## src/rtl/qfm_div.sv

```systemverilog
// Restoring divider, one quotient bit per cycle.
// No dependencies.
module qfm_div #(
    parameter int W = 17
) (
    input  logic         clk,
    input  logic         rst_n,
    input  logic         start,
    input  logic [W-1:0] dividend,
    input  logic [W-1:0] divisor,
    output logic         busy,
    output logic         done,
    output logic [W-1:0] quot,
    output logic [W-1:0] rem
);

    localparam int CW = $clog2(W + 1);

    logic          busy_reg;
    logic          done_reg;
    logic [CW-1:0] cnt_reg;
    logic [W-1:0]  q_reg;
    logic [W-1:0]  r_reg;
    logic [W-1:0]  d_reg;
    logic [W:0]    sh;
    logic [W:0]    diff;
    logic          ge;

    assign sh   = {r_reg, q_reg[W-1]};
    assign ge   = sh >= {1'b0, d_reg};
    assign diff = sh - {1'b0, d_reg};

    always_ff @(posedge clk or negedge rst_n)
    begin
        if (!rst_n)
        begin
            busy_reg <= 1'b0;
            done_reg <= 1'b0;
            cnt_reg  <= '0;
        end
        else if (start)
        begin
            busy_reg <= 1'b1;
            done_reg <= 1'b0;
            cnt_reg  <= CW'(W);
        end
        else if (busy_reg)
        begin
            cnt_reg <= cnt_reg - CW'(1);
            if (cnt_reg == CW'(1))
            begin
                busy_reg <= 1'b0;
                done_reg <= 1'b1;
            end
        end
        else
        begin
            done_reg <= 1'b0;
        end
    end

    always_ff @(posedge clk)
    begin
        if (start)
        begin
            q_reg <= dividend;
            r_reg <= '0;
            d_reg <= divisor;
        end
        else if (busy_reg)
        begin
            q_reg <= {q_reg[W-2:0], ge};
            r_reg <= ge ? diff[W-1:0] : sh[W-1:0];
        end
    end

    assign busy = busy_reg;
    assign done = done_reg;
    assign quot = q_reg;
    assign rem  = r_reg;

endmodule

```

## config.mk

```make
export PLATFORM = sky130hd
export DESIGN_NAME = qfm_div
export DESIGN_NICKNAME = d
export VERILOG_FILES = /design/src/rtl/qfm_div.sv
export SDC_FILE = /design/constraint.sdc
export NUM_CORES = 1
export LEC_CHECK = 0
export ABC_CLOCK_PERIOD_IN_PS = 3400
export BUFFER_PORTS_ARGS = -buffer_cell sky130_fd_sc_hd__buf_2
export CAP_MARGIN = 20
export CORE_MARGIN = 2
export CORE_UTILIZATION = 54
export CTS_CLUSTER_SIZE = 25
export DETAILED_ROUTE_END_ITERATION = 6
export GPL_ROUTABILITY_DRIVEN = 0
export PLACE_DENSITY = 0.87
export SLEW_MARGIN = 20
export SYNTH_ARGS = -nofsm -noshare
export SYNTH_HDL_FRONTEND = slang
export SYNTH_SLANG_ARGS = --single-unit
```

## constraint.sdc

```tcl
create_clock -name clk -period 3.4 [get_ports clk]
set_input_delay 0.51 -clock clk [delete_from_list [all_inputs] [get_ports clk]]
set_output_delay 0.51 -clock clk [all_outputs]
set_load 0.02 [all_outputs]
```

# Yosys cells after proc, flatten, opt, wreduce, memory -nomap -nowiden
# Index checks and enable logic that the tools add are counted.
# Widths: inputs -> output; s select.
dict set report word_totals {
  wordCells 23
  mem_bits_rw 0
  in_bits 37
  regBits 58
  latch_bits 0
  n_memories 0
  rom_bits 0
}
dict set report classes {
  eq_ne 2
  mul 0
  addsub 2
  reduce_logical 1
  muxes 11
  bitwise_logic 0
  magnitude_cmp 1
  div 0
  shift 0
}
# op count
set op_table {}
lappend op_table {{$mux 17} 3}
lappend op_table {{$ge 18x17->1} 1}
lappend op_table {{$sub 17x17->17} 1}
lappend op_table {{$mux 5} 2}
lappend op_table {{$mux 1} 6}
lappend op_table {{$eq 5x1->1 const B} 1}
lappend op_table {{$sub 5x1->5 const B} 1}
lappend op_table {{$ne 3x2->1 const B} 1}
lappend op_table {{$reduce_bool 2->1} 1}

# Logic depth before layout (Yosys ltp)
dict set report depth {
  word_depth 4
  mapped_depth 12
}

# Least setup slack after synthesis
# Ideal clock, no wire load.
dict set report synth_timing {
  path_kind {register to register}
  from {register q_reg[16], in the netlist quot[16]}
  to {register q_reg[0], in the netlist quot[0], data pin}
  arrival_time_ns 2.418
  period_less_slack_ns 2.678
  stages_incl_launch_ff 11
  setup_ns 0.260
  n_path_buf 1
  slack_ns 0.722
  required_ns 3.140
  path_cell_list {edfxtp_1 inv_1 ha_1 inv_1 fa_1 a21oi_1 o21ai_0 a211oi_1 o21ai_4 buf_2 mux2_2}
}
dict set report synth_between {
  elab_chain_cells 3
}
# item line_no
set synth_rtl {}
lappend synth_rtl {{from (decl)} 22} ;# logic [W-1:0] q_reg;
lappend synth_rtl {{from (signal assigned)} 66} ;# q_reg <= dividend;
lappend synth_rtl {{from (signal assigned)} 72} ;# q_reg <= {q_reg[W-2:0], ge};
lappend synth_rtl {{$ge 18x17->1} 30} ;# assign ge = sh >= {1'b0, d_reg};
lappend synth_rtl {{$mux 17} 70} ;# else if (busy_reg)
lappend synth_rtl {{$mux 17} 64} ;# if (start)
# Every way passes these cells. The select of a mux whose other input is x is not followed.
# A chain may end at the register's enable or synchronous reset.

# Final worst setup path
# Same ends and word-level chain as after synthesis.

==> out/qor.yml <==
status:
  status: "complete, no violations"
routing:
  routed_wirelength_um: 6828
  drt_first_pass_iters: 4
  ant_nets: 0
  route.detailed.drc: 0
  drtIter0Drc: 125
  vias: 2612
  routedWlPerCell_um: 14.44
  via_per_inst: 5.522
cts:
  clockRootBuffer: "clkbuf_8"
  cts_setup_buffers: 0
  cts_buffers: 9
  post_cts_resized: 0
  clockBufferDepth: 2
  path_clk_slew_ns: 0.07
  hold_buffers: 1
  cts-htree-levels: 3
  clk_latency_ns: 0.34
  cts.sinks: 58
  cts_tree: "built"
setup_path:
  end_kind: "flop"
  path_cells: "inv_1, ha_1, inv_1, fa_1, a21oi_1, o21ai_0, a211oi_1, o21ai_4, mux2_2"
  critPathRequiredTime_ns: 3.48
  crit_fanout: 25
  crit_family: "compound AO/OA/AOI/OAI gates"
  worst_setup_path_start_kind: "flop"
  r2r_cells: 9
  cp_num_buf_inv: 2
  worst-setup-path-type: "reg -> reg"
  crit_slowest_cell: "a211oi_1"
  cp_common_cell: "inv_1"
  cp.arrival_ns: 2.88
  crit_cells: 9
  max_stage_delay_ns: 0.42
synth:
  synth-simple-area-share_pct: 12.35
  synth.area.mux_share_pct: 9.094
  synth-edff-count: 34
  syn_avg_cell_area_um2: 10.10
  synth_top_flop_cell: "edfxtp_1"
  synth_xor_area_share_pct: 4.334
  synthesis.area_mm2: 0.003233
  synth.distinct_cells: 41
  async_flop_share_pct: 12.07
  synth_compound_area_share_pct: 13.43
  yosysSeqAreaShare_pct: 47.52
  synth_top_family_by_area: "compound AO/OA/AOI/OAI gates"
  synthCells: 320
  synthAdderAreaFrac_pct: 7.972
  synth_warnings: 0
  synthesis.nets: 377
  ys_seq_elements: 58
die:
  io_pins: 73
  die_w_um: 81.38
  start_util_pct: 55.26
  core_area_mm2: 0.005851
  row_count: 28
  dieArea_mm2: 0.006622
  die_h_um: 81.38
pwr:
  p_sw_mw: 1.024
  p_int_mw: 1.685
  swShare_pct: 37.80
  combPwrFrac_pct: 39.2
  seqPwrFrac_pct: 38.1
  clockPowerShare_pct: 22.7
  pwr_density_cell_mw_per_mm2: 704.5
  ir_worst_vdd_mv: 0.4110
  p_leak_nw: 1.673
final_layout:
  insertedDiodeCount: 0
  syn2layout_area_growth_pct: 18.92
  layout_commonest_cell: "buf_2"
  layout_common_cells: "buf_2, edfxtp_1, nand2_1, inv_1, a21oi_1"
  drive_above_1_share_pct: 28.39
  design_area_mm2: 0.003845
  stdcell_count: 473
  nNetsFinal: 450
timing:
  finalClockSkew_ns: 0.01345
  worst_pin_slew_ns: 0.7801
  setup_tns_ns: 0
  fin_crit_sh_pct: 82.36
  finalHoldViolCount: 0
  rsz0062_at_grt: "false"
  slew_viol_final: 0
  setup_viol: 0
  fin_crit_ns: 2.800
  fmax_mhz: 357.1
  relSlewSlack_pct: 47.80
placement:
  dpl.hpwl_um: 4978
  io_buffers: 72
  postPlaceCellArea_mm2: 0.003640
  place_inst: 456
flow_run:
  drv_cap: 0
grt:
  grt_use_total_pct: 22.16
  antenna_found_initial: 0
  grt_pass1_vias: 2570
  grt_pass1_wl_um: 11140
  grt_max_degree: 37
  grt_overflow: 0
min_path:
  hold_path.class: "in -> reg"
  hold_depth: 1
[Yosys cell counts, types with 2 or more instances]
cell type / number / area [um^2]
edfxtp_1: 34 / 1021
nand2_1: 33 / 123.9
inv_1: 27 / 101.4
a21oi_1: 25 / 125.1
nor2_1: 24 / 90.09
ha_1: 19 / 237.7
mux2_2: 19 / 214.0
dfxtp_1: 17 / 340.3
o21ai_0: 17 / 85.08
o21ai_1: 13 / 65.06
xnor2_1: 10 / 87.58
mux2i_1: 8 / 80.08
dfrtp_1: 7 / 175.2
nand2b_1: 6 / 37.54
xor2_1: 6 / 52.55
a211oi_1: 5 / 37.54
buf_2: 5 / 25.02
nand3_1: 5 / 25.02
o211ai_1: 5 / 37.54
clkbuf_1: 4 / 15.01
buf_1: 3 / 11.26
nand4_1: 3 / 18.77
nor2b_1: 3 / 18.77
nor3_1: 3 / 15.01
a21o_1: 2 / 15.01
and3_1: 2 / 12.51
[path summary, 6_finish.rpt]
kind                       startpoint    endpoint  slack, ns
setup reg to reg             quot[16]     quot[0]       0.60
max in group asynchronous       rst_n  cnt_reg[2]       2.72
setup / recovery             quot[16]     quot[0]       0.60
min in group asynchronous       rst_n  cnt_reg[1]       0.53
hold reg to reg                rem[2]      rem[2]       0.48
hold / removal             divisor[0]    d_reg[0]       0.35
[layout make-up]
cell class,instances,area (um^2)
Fill cell,458,2006
Multi-Input combinational cell,221,1525
Inverter,27,101.3
Sequential cell,58,1536
Tap cell,75,93.84
Timing Repair Buffer,76,392.9
Clock buffer,15,187.7
Clock inverter,1,7.507
[routing by layer]
metal / up-vias / share of wire, % / track usage [%]
met5: - / 0 / 0
met4: 0 / 1.5 / 8.983
met3: 10 / 9.3 / 8.000
met2: 106 / 48 / 36.56
met1: 1215 / 41 / 26.18
li1: 1281 / - / -
[stage by stage]
stage               utilization (%)  setup WS (ns)  power (mW)  hold slack [ns]
floorplan                         -         0.7219       1.823           0.2144
global placement              62.21         0.7516       2.056           0.3486
detailed placement            62.21         0.5840       2.099           0.3470
CTS                           65.72         0.5822       2.721           0.3303
global route                  65.72         0.3472       2.893           0.3316
finish                        65.72         0.5998       2.709           0.3486
[power groups by stage]
| stage | Combinational [mW] | Clock [mW] | Sequential (mW) |
|---|---|---|---|
| after global routing | 1.18 | 0.654 | 1.06 |
| final | 1.06 | 0.615 | 1.03 |
| after detailed placement | 1.06 | 0 | 1.04 |
| after global placement | 1.02 | 0 | 1.04 |
| after CTS | 1.06 | 0.626 | 1.03 |
| after floorplan | 0.674 | 0 | 1.15 |
[kinds of logic after synthesis]
family          Yosys count
mux                      27
compound gates           73
fa+ha+maj                20
xor+xnor                 16
flops                    58
buf+inv                  41
simple gates             85
(Power assumes the default switching activity.)
